**config.mk**
```make
export PLATFORM = sky130hd
export DESIGN_NAME = cell_soc_estimator
export DESIGN_NICKNAME = d
export VERILOG_FILES = /design/src/rtl/core/csoc_pkg.sv /design/src/rtl/core/cell_soc_estimator.sv /design/src/rtl/core/csoc_ucode_rom.sv /design/src/rtl/core/csoc_sequencer.sv /design/src/rtl/core/csoc_table_ram.sv /design/src/rtl/core/csoc_datapath.sv
export SDC_FILE = /design/constraint.sdc
export NUM_CORES = 2
export LEC_CHECK = 0
export CORE_MARGIN = 3
export CORE_UTILIZATION = 65
export CTS_CLUSTER_SIZE = 8
export DETAILED_ROUTE_END_ITERATION = 6
export DONT_BUFFER_PORTS = 1
export GPL_ROUTABILITY_DRIVEN = 0
export PLACE_DENSITY = 0.93
export SETUP_SLACK_MARGIN = 0.15
export SLEW_MARGIN = 10
export SYNTH_ARGS = -nofsm -noshare
export SYNTH_HDL_FRONTEND = slang
export SYNTH_HIERARCHICAL = 1
export SYNTH_SLANG_ARGS = --single-unit
```
**constraint.sdc**
```tcl
create_clock -name clk -period 9.7 [get_ports clk]
set_clock_uncertainty 0.2 [all_clocks]
set_input_delay 0.485 -clock clk [delete_from_list [all_inputs] [get_ports clk]]
set_output_delay 0.485 -clock clk [all_outputs]
set_load 0.02 [all_outputs]
```
**src/rtl/core/csoc_pkg.sv**
```systemverilog
// Shared types, codes and constants of the cell state-of-charge estimator.
package csoc_pkg;

	// Configuration register indexes
	typedef enum logic [1:0] {
		CFG_MAX_CHARGE = 2'd0,
		CFG_TICK_MS    = 2'd1,
		CFG_TABLE_LEN  = 2'd2
	} cfg_idx_t;

	localparam logic [15:0] MAX_CHARGE_RST = 16'd2600;
	localparam logic [15:0] TICK_MS_RST    = 16'd1000;
	localparam logic [4:0]  TABLE_LEN_RST  = 5'd16;

	// Command codes
	typedef enum logic [1:0] {
		CMD_LOAD = 2'd0,
		CMD_CAL  = 2'd1,
		CMD_TICK = 2'd2
	} cmd_t;

	// mA*ms per mAh per percent
	localparam logic [15:0] CAL_SCALE    = 16'd36000;
	// soc = charge / (360 * capacity_mah); divisor pre-shifted for a 14-bit quotient
	localparam logic [21:0] DSH_SCALE    = 22'd2949120;
	// 360 * 10001: charge at or above this times capacity clamps to full
	localparam logic [21:0] LIM_SCALE    = 22'd3600360;
	localparam logic [13:0] SOC_FULL     = 14'd10000;
	localparam logic [13:0] SOC_PER_PCT  = 14'd100;
	localparam logic [6:0]  PCT_FULL     = 7'd100;
	localparam logic [3:0]  DIV_LAST_BIT = 4'd13;

	typedef struct packed {
		logic [1:0]         cmd;
		logic [2:0]         cell_index;
		logic [15:0]        voltage_mv;
		logic [3:0]         table_index;
		logic [6:0]         table_level;
		logic signed [15:0] current_ma;
	} item_t;

	typedef struct packed {
		logic [2:0]         cell_id;
		logic [13:0]        soc_centi;
		logic signed [39:0] charge_mams;
		logic               matched;
		logic               clamped;
		logic               last;
	} result_t;

	typedef struct packed {
		logic [15:0] max_charge_mah;
		logic [15:0] tick_ms;
		logic [4:0]  table_len;
	} cfg_t;

	typedef struct packed {
		logic [15:0] volt;
		logic [6:0]  level;
	} tbl_entry_t;

	// Datapath operations driven by the control word
	typedef enum logic [3:0] {
		OP_NOP,
		OP_TBL_WR,
		OP_J_CLR,
		OP_J_INC,
		OP_LOAD_CHG,
		OP_MUL_CAP,
		OP_MUL_LEV,
		OP_MUL_TICK,
		OP_SUB_SAT,
		OP_DIV_INIT,
		OP_SET_CLAMP,
		OP_DIV_STEP,
		OP_EMIT
	} op_t;

	// Jump conditions
	typedef enum logic [2:0] {
		C_NEVER,
		C_ALWAYS,
		C_TBL_EMPTY,
		C_MATCH,
		C_MORE_ENTRIES,
		C_CLAMP_HIT,
		C_DIV_MORE,
		C_MORE_CELLS
	} cond_t;

	typedef logic [3:0] upc_t;

	// Microprogram addresses
	localparam upc_t UPC_IDLE      = 4'd0;
	localparam upc_t UPC_LOAD      = 4'd1;
	localparam upc_t UPC_CAL_INIT  = 4'd2;
	localparam upc_t UPC_CAL_RD    = 4'd3;
	localparam upc_t UPC_CAL_CMP   = 4'd4;
	localparam upc_t UPC_CAL_NEXT  = 4'd5;
	localparam upc_t UPC_NOMATCH   = 4'd6;
	localparam upc_t UPC_CAL_HIT   = 4'd7;
	localparam upc_t UPC_CAL_LEV   = 4'd8;
	localparam upc_t UPC_TICK_INIT = 4'd9;
	localparam upc_t UPC_TICK_LD   = 4'd10;
	localparam upc_t UPC_SOC_INIT  = 4'd11;
	localparam upc_t UPC_SOC_CLAMP = 4'd12;
	localparam upc_t UPC_SOC_DIV   = 4'd13;
	localparam upc_t UPC_EMIT      = 4'd14;

	typedef struct packed {
		op_t   op;
		cond_t cond;
		upc_t  target;
		logic  done;
	} uword_t;

	typedef struct packed {
		logic tbl_empty;
		logic match;
		logic more_entries;
		logic clamp_hit;
		logic div_more;
		logic more_cells;
	} status_t;

endpackage

```
**src/rtl/core/cell_soc_estimator.sv**
```systemverilog
// Per-cell state-of-charge estimator: OCV table lookup and coulomb counting.
//
// Command channel: item is taken at a rising edge with start high and busy low;
// busy stays high while the command runs and the last result word of the
// command stands in the first cycle with busy low again.
// Load writes one table entry and gives no word. Calibrate gives one word
// for the addressed cell; tick gives one word per cell, cell 0 first, last set
// on the final one. Calibrate with a cell index beyond the cell count and the
// unused command code give nothing and leave busy low.
// Result channel: each word stands for one cycle with result_valid high;
// the receiver cannot hold it off.
// A calibrate hit takes the SOC from the table level; a calibrate miss and each
// tick cell take it from the charge. The table scan reads the single memory port
// once per entry, and an SOC from the charge takes one pass of a 14-step
// restoring divider unless it clamps.
// Configuration writes land at once; the user makes them only while busy is low,
// and the block does not enforce it. Reset clears the charges and loads the
// default registers; the table holds nothing useful until loaded.
module cell_soc_estimator #(
	parameter int NUM_CELLS   = 5,
	parameter int TABLE_DEPTH = 16
) (
	input  logic               clk,
	input  logic               arst_n,
	input  logic               start,
	output logic               busy,
	input  csoc_pkg::item_t    item,
	input  logic               cfg_we,
	input  logic [1:0]         cfg_index,
	input  logic [15:0]        cfg_data,
	output logic               result_valid,
	output csoc_pkg::result_t  result
);

	csoc_pkg::cfg_t    cfg_q;
	csoc_pkg::status_t status;
	csoc_pkg::op_t     op;
	logic              accept;

	assign accept = start & ~busy;

	always_ff @(posedge clk or negedge arst_n) begin
		if (!arst_n) begin
			cfg_q.max_charge_mah <= csoc_pkg::MAX_CHARGE_RST;
			cfg_q.tick_ms        <= csoc_pkg::TICK_MS_RST;
			cfg_q.table_len      <= csoc_pkg::TABLE_LEN_RST;
		end else if (cfg_we) begin
			case (cfg_index)
				csoc_pkg::CFG_MAX_CHARGE: cfg_q.max_charge_mah <= cfg_data;
				csoc_pkg::CFG_TICK_MS:    cfg_q.tick_ms        <= cfg_data;
				csoc_pkg::CFG_TABLE_LEN:  cfg_q.table_len      <= cfg_data[4:0];
				default: ;
			endcase
		end
	end

	csoc_sequencer #(
		.NUM_CELLS (NUM_CELLS)
	) u_seq (
		.clk    (clk),
		.arst_n (arst_n),
		.accept (accept),
		.item   (item),
		.status (status),
		.op     (op),
		.busy   (busy)
	);

	csoc_datapath #(
		.NUM_CELLS   (NUM_CELLS),
		.TABLE_DEPTH (TABLE_DEPTH)
	) u_dp (
		.clk          (clk),
		.arst_n       (arst_n),
		.load         (accept),
		.item         (item),
		.cfg          (cfg_q),
		.op           (op),
		.status       (status),
		.result       (result),
		.result_valid (result_valid)
	);

	assert property (@(posedge clk) disable iff (!arst_n)
		result_valid |-> $past(busy))
		else $error("result word without a command in flight");

	assert property (@(posedge clk) disable iff (!arst_n)
		result_valid && result.last |=> !result_valid)
		else $error("result word after the last word of a command");

	assert property (@(posedge clk) disable iff (!arst_n)
		result_valid |-> result.soc_centi <= csoc_pkg::SOC_FULL)
		else $error("soc above full scale");

	assert property (@(posedge clk) disable iff (!arst_n)
		result_valid && !result.last |-> result.matched)
		else $error("unmatched word inside a tick burst");

endmodule

```
**src/rtl/core/csoc_ucode_rom.sv**
```systemverilog
// Control store: one control word per microprogram step.
module csoc_ucode_rom (
	input  csoc_pkg::upc_t   upc,
	output csoc_pkg::uword_t uword
);

	always_comb begin
		case (upc)
			csoc_pkg::UPC_IDLE: uword = '{csoc_pkg::OP_NOP, csoc_pkg::C_NEVER,
				csoc_pkg::UPC_IDLE, 1'b0};
			csoc_pkg::UPC_LOAD: uword = '{csoc_pkg::OP_TBL_WR, csoc_pkg::C_NEVER,
				csoc_pkg::UPC_IDLE, 1'b1};
			csoc_pkg::UPC_CAL_INIT: uword = '{csoc_pkg::OP_J_CLR, csoc_pkg::C_TBL_EMPTY,
				csoc_pkg::UPC_NOMATCH, 1'b0};
			csoc_pkg::UPC_CAL_RD: uword = '{csoc_pkg::OP_NOP, csoc_pkg::C_NEVER,
				csoc_pkg::UPC_IDLE, 1'b0};
			csoc_pkg::UPC_CAL_CMP: uword = '{csoc_pkg::OP_NOP, csoc_pkg::C_MATCH,
				csoc_pkg::UPC_CAL_HIT, 1'b0};
			csoc_pkg::UPC_CAL_NEXT: uword = '{csoc_pkg::OP_J_INC, csoc_pkg::C_MORE_ENTRIES,
				csoc_pkg::UPC_CAL_RD, 1'b0};
			csoc_pkg::UPC_NOMATCH: uword = '{csoc_pkg::OP_LOAD_CHG, csoc_pkg::C_ALWAYS,
				csoc_pkg::UPC_SOC_INIT, 1'b0};
			csoc_pkg::UPC_CAL_HIT: uword = '{csoc_pkg::OP_MUL_CAP, csoc_pkg::C_NEVER,
				csoc_pkg::UPC_IDLE, 1'b0};
			csoc_pkg::UPC_CAL_LEV: uword = '{csoc_pkg::OP_MUL_LEV, csoc_pkg::C_ALWAYS,
				csoc_pkg::UPC_EMIT, 1'b0};
			csoc_pkg::UPC_TICK_INIT: uword = '{csoc_pkg::OP_MUL_TICK, csoc_pkg::C_NEVER,
				csoc_pkg::UPC_IDLE, 1'b0};
			csoc_pkg::UPC_TICK_LD: uword = '{csoc_pkg::OP_SUB_SAT, csoc_pkg::C_NEVER,
				csoc_pkg::UPC_IDLE, 1'b0};
			csoc_pkg::UPC_SOC_INIT: uword = '{csoc_pkg::OP_DIV_INIT, csoc_pkg::C_NEVER,
				csoc_pkg::UPC_IDLE, 1'b0};
			csoc_pkg::UPC_SOC_CLAMP: uword = '{csoc_pkg::OP_SET_CLAMP, csoc_pkg::C_CLAMP_HIT,
				csoc_pkg::UPC_EMIT, 1'b0};
			csoc_pkg::UPC_SOC_DIV: uword = '{csoc_pkg::OP_DIV_STEP, csoc_pkg::C_DIV_MORE,
				csoc_pkg::UPC_SOC_DIV, 1'b0};
			csoc_pkg::UPC_EMIT: uword = '{csoc_pkg::OP_EMIT, csoc_pkg::C_MORE_CELLS,
				csoc_pkg::UPC_TICK_LD, 1'b1};
			default: uword = '{csoc_pkg::OP_NOP, csoc_pkg::C_ALWAYS,
				csoc_pkg::UPC_IDLE, 1'b0};
		endcase
	end

endmodule

```
**src/rtl/core/csoc_sequencer.sv**
```systemverilog
// Microprogram sequencer: step counter, command dispatch and conditional jumps.
module csoc_sequencer #(
	parameter int NUM_CELLS = 5
) (
	input  logic                clk,
	input  logic                arst_n,
	input  logic                accept,
	input  csoc_pkg::item_t     item,
	input  csoc_pkg::status_t   status,
	output csoc_pkg::op_t       op,
	output logic                busy
);

	csoc_pkg::upc_t   pc_q;
	csoc_pkg::upc_t   pc_next;
	csoc_pkg::uword_t uw;
	logic             cond_hit;
	logic             cell_ok;

	csoc_ucode_rom u_rom (
		.upc   (pc_q),
		.uword (uw)
	);

	assign cell_ok = 5'(item.cell_index) < 5'(NUM_CELLS);
	assign op      = uw.op;
	assign busy    = pc_q != csoc_pkg::UPC_IDLE;

	always_comb begin
		case (uw.cond)
			csoc_pkg::C_NEVER:        cond_hit = 1'b0;
			csoc_pkg::C_ALWAYS:       cond_hit = 1'b1;
			csoc_pkg::C_TBL_EMPTY:    cond_hit = status.tbl_empty;
			csoc_pkg::C_MATCH:        cond_hit = status.match;
			csoc_pkg::C_MORE_ENTRIES: cond_hit = status.more_entries;
			csoc_pkg::C_CLAMP_HIT:    cond_hit = status.clamp_hit;
			csoc_pkg::C_DIV_MORE:     cond_hit = status.div_more;
			csoc_pkg::C_MORE_CELLS:   cond_hit = status.more_cells;
			default:                  cond_hit = 1'b0;
		endcase
	end

	always_comb begin
		pc_next = csoc_pkg::UPC_IDLE;
		if (!busy) begin
			if (accept) begin
				case (item.cmd)
					csoc_pkg::CMD_LOAD: pc_next = csoc_pkg::UPC_LOAD;
					csoc_pkg::CMD_CAL:  pc_next = cell_ok ? csoc_pkg::UPC_CAL_INIT
						: csoc_pkg::UPC_IDLE;
					csoc_pkg::CMD_TICK: pc_next = csoc_pkg::UPC_TICK_INIT;
					default:            pc_next = csoc_pkg::UPC_IDLE;
				endcase
			end
		end else if (cond_hit) begin
			pc_next = uw.target;
		end else if (uw.done) begin
			pc_next = csoc_pkg::UPC_IDLE;
		end else begin
			pc_next = csoc_pkg::upc_t'(pc_q + 4'd1);
		end
	end

	always_ff @(posedge clk or negedge arst_n) begin
		if (!arst_n) begin
			pc_q <= csoc_pkg::UPC_IDLE;
		end else begin
			pc_q <= pc_next;
		end
	end

endmodule

```
**src/rtl/core/csoc_table_ram.sv**
```systemverilog
// Voltage/level table memory, one write port and one registered read port.
module csoc_table_ram #(
	parameter int DEPTH = 16,
	parameter int AW    = 4
) (
	input  logic                   clk,
	input  logic                   we,
	input  logic [AW-1:0]          waddr,
	input  csoc_pkg::tbl_entry_t   wdata,
	input  logic [AW-1:0]          raddr,
	output csoc_pkg::tbl_entry_t   rdata
);

	csoc_pkg::tbl_entry_t mem [DEPTH];

	always_ff @(posedge clk) begin
		if (we) begin
			mem[waddr] <= wdata;
		end
		rdata <= mem[raddr];
	end

endmodule

```
**src/rtl/core/csoc_datapath.sv**
```systemverilog
// Datapath: table scan, charge accumulators, multiplier and restoring divider.
module csoc_datapath #(
	parameter int NUM_CELLS   = 5,
	parameter int TABLE_DEPTH = 16
) (
	input  logic                clk,
	input  logic                arst_n,
	input  logic                load,
	input  csoc_pkg::item_t     item,
	input  csoc_pkg::cfg_t      cfg,
	input  csoc_pkg::op_t       op,
	output csoc_pkg::status_t   status,
	output csoc_pkg::result_t   result,
	output logic                result_valid
);

	localparam int CIW = (NUM_CELLS > 1) ? $clog2(NUM_CELLS) : 1;
	localparam int AW  = $clog2(TABLE_DEPTH);
	localparam int NW  = ($clog2(TABLE_DEPTH + 1) > 5) ? $clog2(TABLE_DEPTH + 1) : 5;

	localparam logic signed [39:0] CHG_MAX = {1'b0, {39{1'b1}}};
	localparam logic signed [39:0] CHG_MIN = {1'b1, {39{1'b0}}};

	csoc_pkg::item_t      item_q;
	csoc_pkg::result_t    result_q;
	csoc_pkg::tbl_entry_t rd_data;
	csoc_pkg::tbl_entry_t wr_data;
	logic                 result_valid_q;
	logic [CIW-1:0]       i_q;
	logic [AW-1:0]        j_q;
	logic [3:0]           cnt_q;
	logic signed [39:0]   acc_q;
	logic signed [32:0]   d_q;
	logic [37:0]          dsh_q;
	logic [37:0]          lim_q;
	logic [39:0]          rem_q;
	logic [13:0]          soc_q;
	logic                 clamp_q;
	logic                 matched_q;
	logic signed [39:0]   charge_q [NUM_CELLS];

	logic [15:0]          m_eff;
	logic [NW-1:0]        n_used;
	logic [NW-1:0]        j_plus;
	logic                 is_tick;
	logic                 last_cell;
	logic                 tbl_we;
	logic signed [39:0]   cur_charge;
	logic signed [40:0]   diff;
	logic signed [39:0]   diff_sat;
	logic [31:0]          cap_prod;
	logic [38:0]          lev_prod;
	logic signed [32:0]   tick_prod;
	logic [37:0]          dsh_prod;
	logic [37:0]          lim_prod;
	logic [39:0]          trial;
	logic                 div_ge;
	logic [13:0]          lev_soc;
	logic                 lev_over;

	assign m_eff     = (cfg.max_charge_mah == '0) ? 16'd1 : cfg.max_charge_mah;
	assign n_used    = (NW'(cfg.table_len) > NW'(TABLE_DEPTH)) ? NW'(TABLE_DEPTH)
		: NW'(cfg.table_len);
	assign j_plus    = NW'(j_q) + NW'(1);
	assign is_tick   = item_q.cmd == csoc_pkg::CMD_TICK;
	assign last_cell = i_q == CIW'(NUM_CELLS - 1);
	assign tbl_we    = (op == csoc_pkg::OP_TBL_WR)
		&& (NW'(item_q.table_index) < NW'(TABLE_DEPTH));
	assign wr_data   = '{volt: item_q.voltage_mv, level: item_q.table_level};

	csoc_table_ram #(
		.DEPTH (TABLE_DEPTH),
		.AW    (AW)
	) u_tbl (
		.clk   (clk),
		.we    (tbl_we),
		.waddr (AW'(item_q.table_index)),
		.wdata (wr_data),
		.raddr (j_q),
		.rdata (rd_data)
	);

	assign cur_charge = charge_q[i_q];
	assign diff       = 41'(cur_charge) - 41'(d_q);

	always_comb begin
		case (diff[40:39])
			2'b01:   diff_sat = CHG_MAX;
			2'b10:   diff_sat = CHG_MIN;
			default: diff_sat = diff[39:0];
		endcase
	end

	assign cap_prod  = 32'(m_eff) * 32'(csoc_pkg::CAL_SCALE);
	assign lev_prod  = 39'(acc_q[31:0]) * 39'(rd_data.level);
	assign tick_prod = 33'(item_q.current_ma) * signed'(33'(cfg.tick_ms));
	assign dsh_prod  = 38'(m_eff) * 38'(csoc_pkg::DSH_SCALE);
	assign lim_prod  = 38'(m_eff) * 38'(csoc_pkg::LIM_SCALE);
	assign trial     = 40'(dsh_q);
	assign div_ge    = rem_q >= trial;
	assign lev_over  = rd_data.level > csoc_pkg::PCT_FULL;
	assign lev_soc   = lev_over ? csoc_pkg::SOC_FULL
		: 14'(14'(rd_data.level) * csoc_pkg::SOC_PER_PCT);

	assign status.tbl_empty    = n_used == '0;
	assign status.match        = item_q.voltage_mv >= rd_data.volt;
	assign status.more_entries = j_plus < n_used;
	assign status.clamp_hit    = acc_q[39] | (acc_q[38:0] >= 39'(lim_q));
	assign status.div_more     = cnt_q != '0;
	assign status.more_cells   = is_tick & ~last_cell;

	// control state
	always_ff @(posedge clk or negedge arst_n) begin
		if (!arst_n) begin
			result_valid_q <= 1'b0;
			i_q            <= '0;
			j_q            <= '0;
			cnt_q          <= '0;
		end else begin
			result_valid_q <= op == csoc_pkg::OP_EMIT;
			if (load) begin
				i_q <= (item.cmd == csoc_pkg::CMD_TICK) ? '0 : CIW'(item.cell_index);
			end
			case (op)
				csoc_pkg::OP_J_CLR:    j_q   <= '0;
				csoc_pkg::OP_J_INC:    j_q   <= AW'(j_plus);
				csoc_pkg::OP_DIV_INIT: cnt_q <= csoc_pkg::DIV_LAST_BIT;
				csoc_pkg::OP_DIV_STEP: cnt_q <= cnt_q - 4'd1;
				csoc_pkg::OP_EMIT: begin
					if (is_tick && !last_cell) begin
						i_q <= i_q + CIW'(1);
					end
				end
				default: ;
			endcase
		end
	end

	// per-cell charge accumulators
	always_ff @(posedge clk or negedge arst_n) begin
		if (!arst_n) begin
			for (int k = 0; k < NUM_CELLS; k++) begin
				charge_q[k] <= '0;
			end
		end else if (op == csoc_pkg::OP_EMIT) begin
			charge_q[i_q] <= acc_q;
		end
	end

	// working registers
	always_ff @(posedge clk) begin
		if (load) begin
			item_q    <= item;
			matched_q <= item.cmd == csoc_pkg::CMD_TICK;
		end
		case (op)
			csoc_pkg::OP_LOAD_CHG: acc_q <= cur_charge;
			csoc_pkg::OP_MUL_CAP:  acc_q <= signed'(40'(cap_prod));
			csoc_pkg::OP_MUL_LEV: begin
				acc_q     <= signed'(40'(lev_prod));
				soc_q     <= lev_soc;
				clamp_q   <= lev_over;
				matched_q <= 1'b1;
			end
			csoc_pkg::OP_MUL_TICK: d_q <= tick_prod;
			csoc_pkg::OP_SUB_SAT:  acc_q <= diff_sat;
			csoc_pkg::OP_DIV_INIT: begin
				dsh_q <= dsh_prod;
				lim_q <= lim_prod;
				rem_q <= acc_q;
			end
			csoc_pkg::OP_SET_CLAMP: begin
				clamp_q <= status.clamp_hit;
				soc_q   <= acc_q[39] ? '0 : csoc_pkg::SOC_FULL;
			end
			csoc_pkg::OP_DIV_STEP: begin
				// one quotient bit per step, divisor walks right
				if (div_ge) begin
					rem_q <= rem_q - trial;
				end
				soc_q <= {soc_q[12:0], div_ge};
				dsh_q <= dsh_q >> 1;
			end
			csoc_pkg::OP_EMIT: begin
				result_q.cell_id     <= 3'(i_q);
				result_q.soc_centi   <= soc_q;
				result_q.charge_mams <= acc_q;
				result_q.matched     <= matched_q;
				result_q.clamped     <= clamp_q;
				result_q.last        <= ~is_tick | last_cell;
			end
			default: ;
		endcase
	end

	assign result       = result_q;
	assign result_valid = result_valid_q;

endmodule
```
==> flow_summary.ini <==
[timing]
tns_ns = 0
fin_crit_ns = 9.20
finalHoldViolations = 0
rsz0062_at_grt = no
period_share_pct = 94.9
tightest_slew_ns = 1.31
fin_hold_ws_ns = 0.0327
setup_viol = 0
slew_headroom_pct = 12.5
timing.fmax_ghz = 0.109
drv_slew = 0

[status]
outcome = complete, but fails checks
violations = design-rule violations

[critical_path]
setup.worst_path.start_class = register
critPathKind = reg -> reg
endpoint_kind = register
crit_start = cfg_q[29]
critPathRequiredTime_ns = 10.01
r2r_start = cfg_q[29]
rrSetupSlack_ns = 0.50
crit_path_top_delay_cell = fa_1
crit_arrival_ns = 9.51
rr_worst_depth = 28
max_stage_delay_ns = 0.81
crit-reg2reg-capture = u_dp/lim_q[36]
crit_end = u_dp/lim_q[36]
path_max_fanout = 8

[clock_tree]
cts_buffer_depth = 3
cts-root-buf = clkbuf_16
clk_latency_ns = 0.82
cts.sinks = 951
htreeDepth = 4
cts_tree = done
clk_pin_slew_ns = 0.05
cts_setup_buffers = 0
cts_buffers = 139

[synthesis]
synthDistinctLibCells = 93
yosysWarnings = 6
synthCells = 5975
synth_area_leader_cell = edfxtp_1
synthArstFlopShare_pct = 26.6
netlist_top_cells_count = inv_1 (896), edfxtp_1 (674), ha_1 (595)
syn_nets = 7192
synthTopCellsByArea = edfxtp_1 (29%), fa_1 (16%), ha_1 (11%)
synth-edff-count = 674
syn_avg_cell_area_um2 = 11.6
synth.top_cell.area_share_pct = 29.2
synth-seq-cells = 951
synthFlopType = edfxtp_1
ys_seq_area_share_pct = 39.0
post-synth-top-count-cell = inv_1
netlist_area_um2 = 69400

[drt]
dr.pass1.iters = 7
first_iter_violations = 7342
ant_nets = 0
avgViaCountPerCell = 6.88
wirelength_mm = 217
remaining_drc_errors = 91
dr_total_vias = 52000
wl_per_cell_um = 28.7

[finish]
utilization_pct = 71.9
stdcell_area_um2 = 75900
syn2layout_area_growth_pct = 9.42
final_nets = 7257
drive_above_1_share_pct = 11.3

[grt]
grt_pass1_vias = 55300
grt_max_degree = 254
grt_overflow_total = 0
grt_pass1_wl_mm = 328
grtUsageTotal_pct = 39.6
antenna_found_initial = 18

[floorplanning]
core_area_um2 = 106000
initial_core_util_pct = 65.7
chipHeight_um = 333
die_area_um2 = 111000
ios = 132
row_count = 119
fp.dieW_um = 333

[placement]
dpl-instance-area_um2 = 70900
numPortBuffers = 0
dp_hpwl_mm = 143

[flow_run]
max-cap-violations = 0

[worst_hold_path]
worst_hold_path_type = in -> reg
[per-stage QoR]
step / worst slack [ns] / instances
after floorplan: 1.85 / 5975
after global placement: 1.16 / 7217
after detailed placement: 0.559 / 7217
after CTS: 0.498 / 7536
after global routing: 0.271 / 7541
final: 0.496 / 7552
[placed cells by master (no fill, tap or decap), types with 25 or more instances in the layout]
cell           Yosys  layout
a211oi_1          29      29
a21o_1           108     108
a21oi_1          247     247
a22o_1            49      49
a22oi_1           53      53
and2_1           152     152
and3_1            31      27
buf_4              7      79
clkbuf_1         180      87
clkbuf_16          0     145
dfrtp_1          242     238
dlygate4sd3_1      0      71
edfxtp_1         674     674
fa_1             552     552
ha_1             595     595
inv_1            896     896
mux2_2           238     238
mux4_2           132     132
nand2_1          572     570
nand2b_1          63      63
nand3_1           48      47
nand4_1           25      25
nor2_1           192     174
nor2b_1           38      35
nor3_1            44      38
o21a_1            36      36
o21ai_0          195     193
o21bai_1          29      29
xnor2_1          120     120
xor2_1            81      81
[what timing repair did]
| action | in CTS | in global routing |
|---|---|---|
| hold endpoints to repair | 342 | 0 |
| gates resized for setup | 0 | 1 |
| hold buffers | 72 | 0 |
| endpoints found under the setup margin | 0 | 1 |
[state kept, by name (all words and copies together) (netlist names), 3 cells and up]
name              cells
u_dp/u_tbl/mem      368
u_dp/charge_q       200
u_dp/result          60
u_dp/item_q          45
u_dp/acc_q           40
u_dp/rem_q           40
u_dp/dsh_q           38
cfg_q                37
u_dp/lim_q           35
u_dp/d_q             33
u_dp/u_tbl/rdata     23
u_dp/soc_q           14
u_dp/cnt_q            4
u_dp/j_q              4
u_seq/pc_q            4
u_dp/i_q              3
[final cells by class]
class,count,area (um2)
Antenna cell,15,37.5
Clock buffer,234,3980
Clock inverter,13,191
Fill cell,5948,29700
Inverter,897,3370
Multi-Input combinational cell,3899,38100
Sequential cell,951,27100
Tap cell,1391,1740
Timing Repair Buffer,152,1360
[worst min-delay path by stage]
stage / start / to / slack, ns / cells after the start
final: item[44] / u_seq/pc_q[1] / 0.03 / 4
after global routing: cfg_we / cfg_q[2] / 0.05 / 2
after CTS: item[44] / u_seq/pc_q[1] / 0.02 / 4
after detailed placement: arst_n / u_dp/result_valid / -0.004 / 0
after global placement: arst_n / u_dp/result_valid / -0.005 / 0
after floorplan: arst_n / cfg_q[0] / -0.01 / 0
[metal layers]
metal	track usage [%]	wire, um
met3	14.9	30500
met4	32.5	23300
met2	60.5	96200
met1	44.4	67000
met5	0	131
[cell families (layout without fill, tap and decap cells)]
| group | after synthesis | in the layout | share of synthesized area (%) |
|---|---|---|---|
| buffers and inverters | 1125 | 1296 | 6.22 |
| xor gates and xnor gates | 202 | 202 | 2.56 |
| adders and majority gates | 1147 | 1147 | 26.7 |
| AOI/OAI and AO/OA | 942 | 942 | 8.94 |
| DFF | 951 | 951 | 39.0 |
| muxes | 383 | 383 | 8.34 |
| other | 0 | 15 | 0 |
| and+or+nand+nor | 1225 | 1225 | 8.26 |
[worst max-delay path, delay by kind of cell, from the launching register on]
family / cells / cell delay (ns)
buffers and inverters: 6 / 0.52
flip-flops: 1 / 0.45
AND/OR/NAND/NOR: 5 / 1.17
multiplexers: 1 / 0.24
AO/OA/AOI/OAI: 8 / 2.41
adder cells (fa/ha/maj): 8 / 3.95
Power is not shown: default switching activity piles up to over one toggle a cycle in this logic, so the estimate is an artifact.
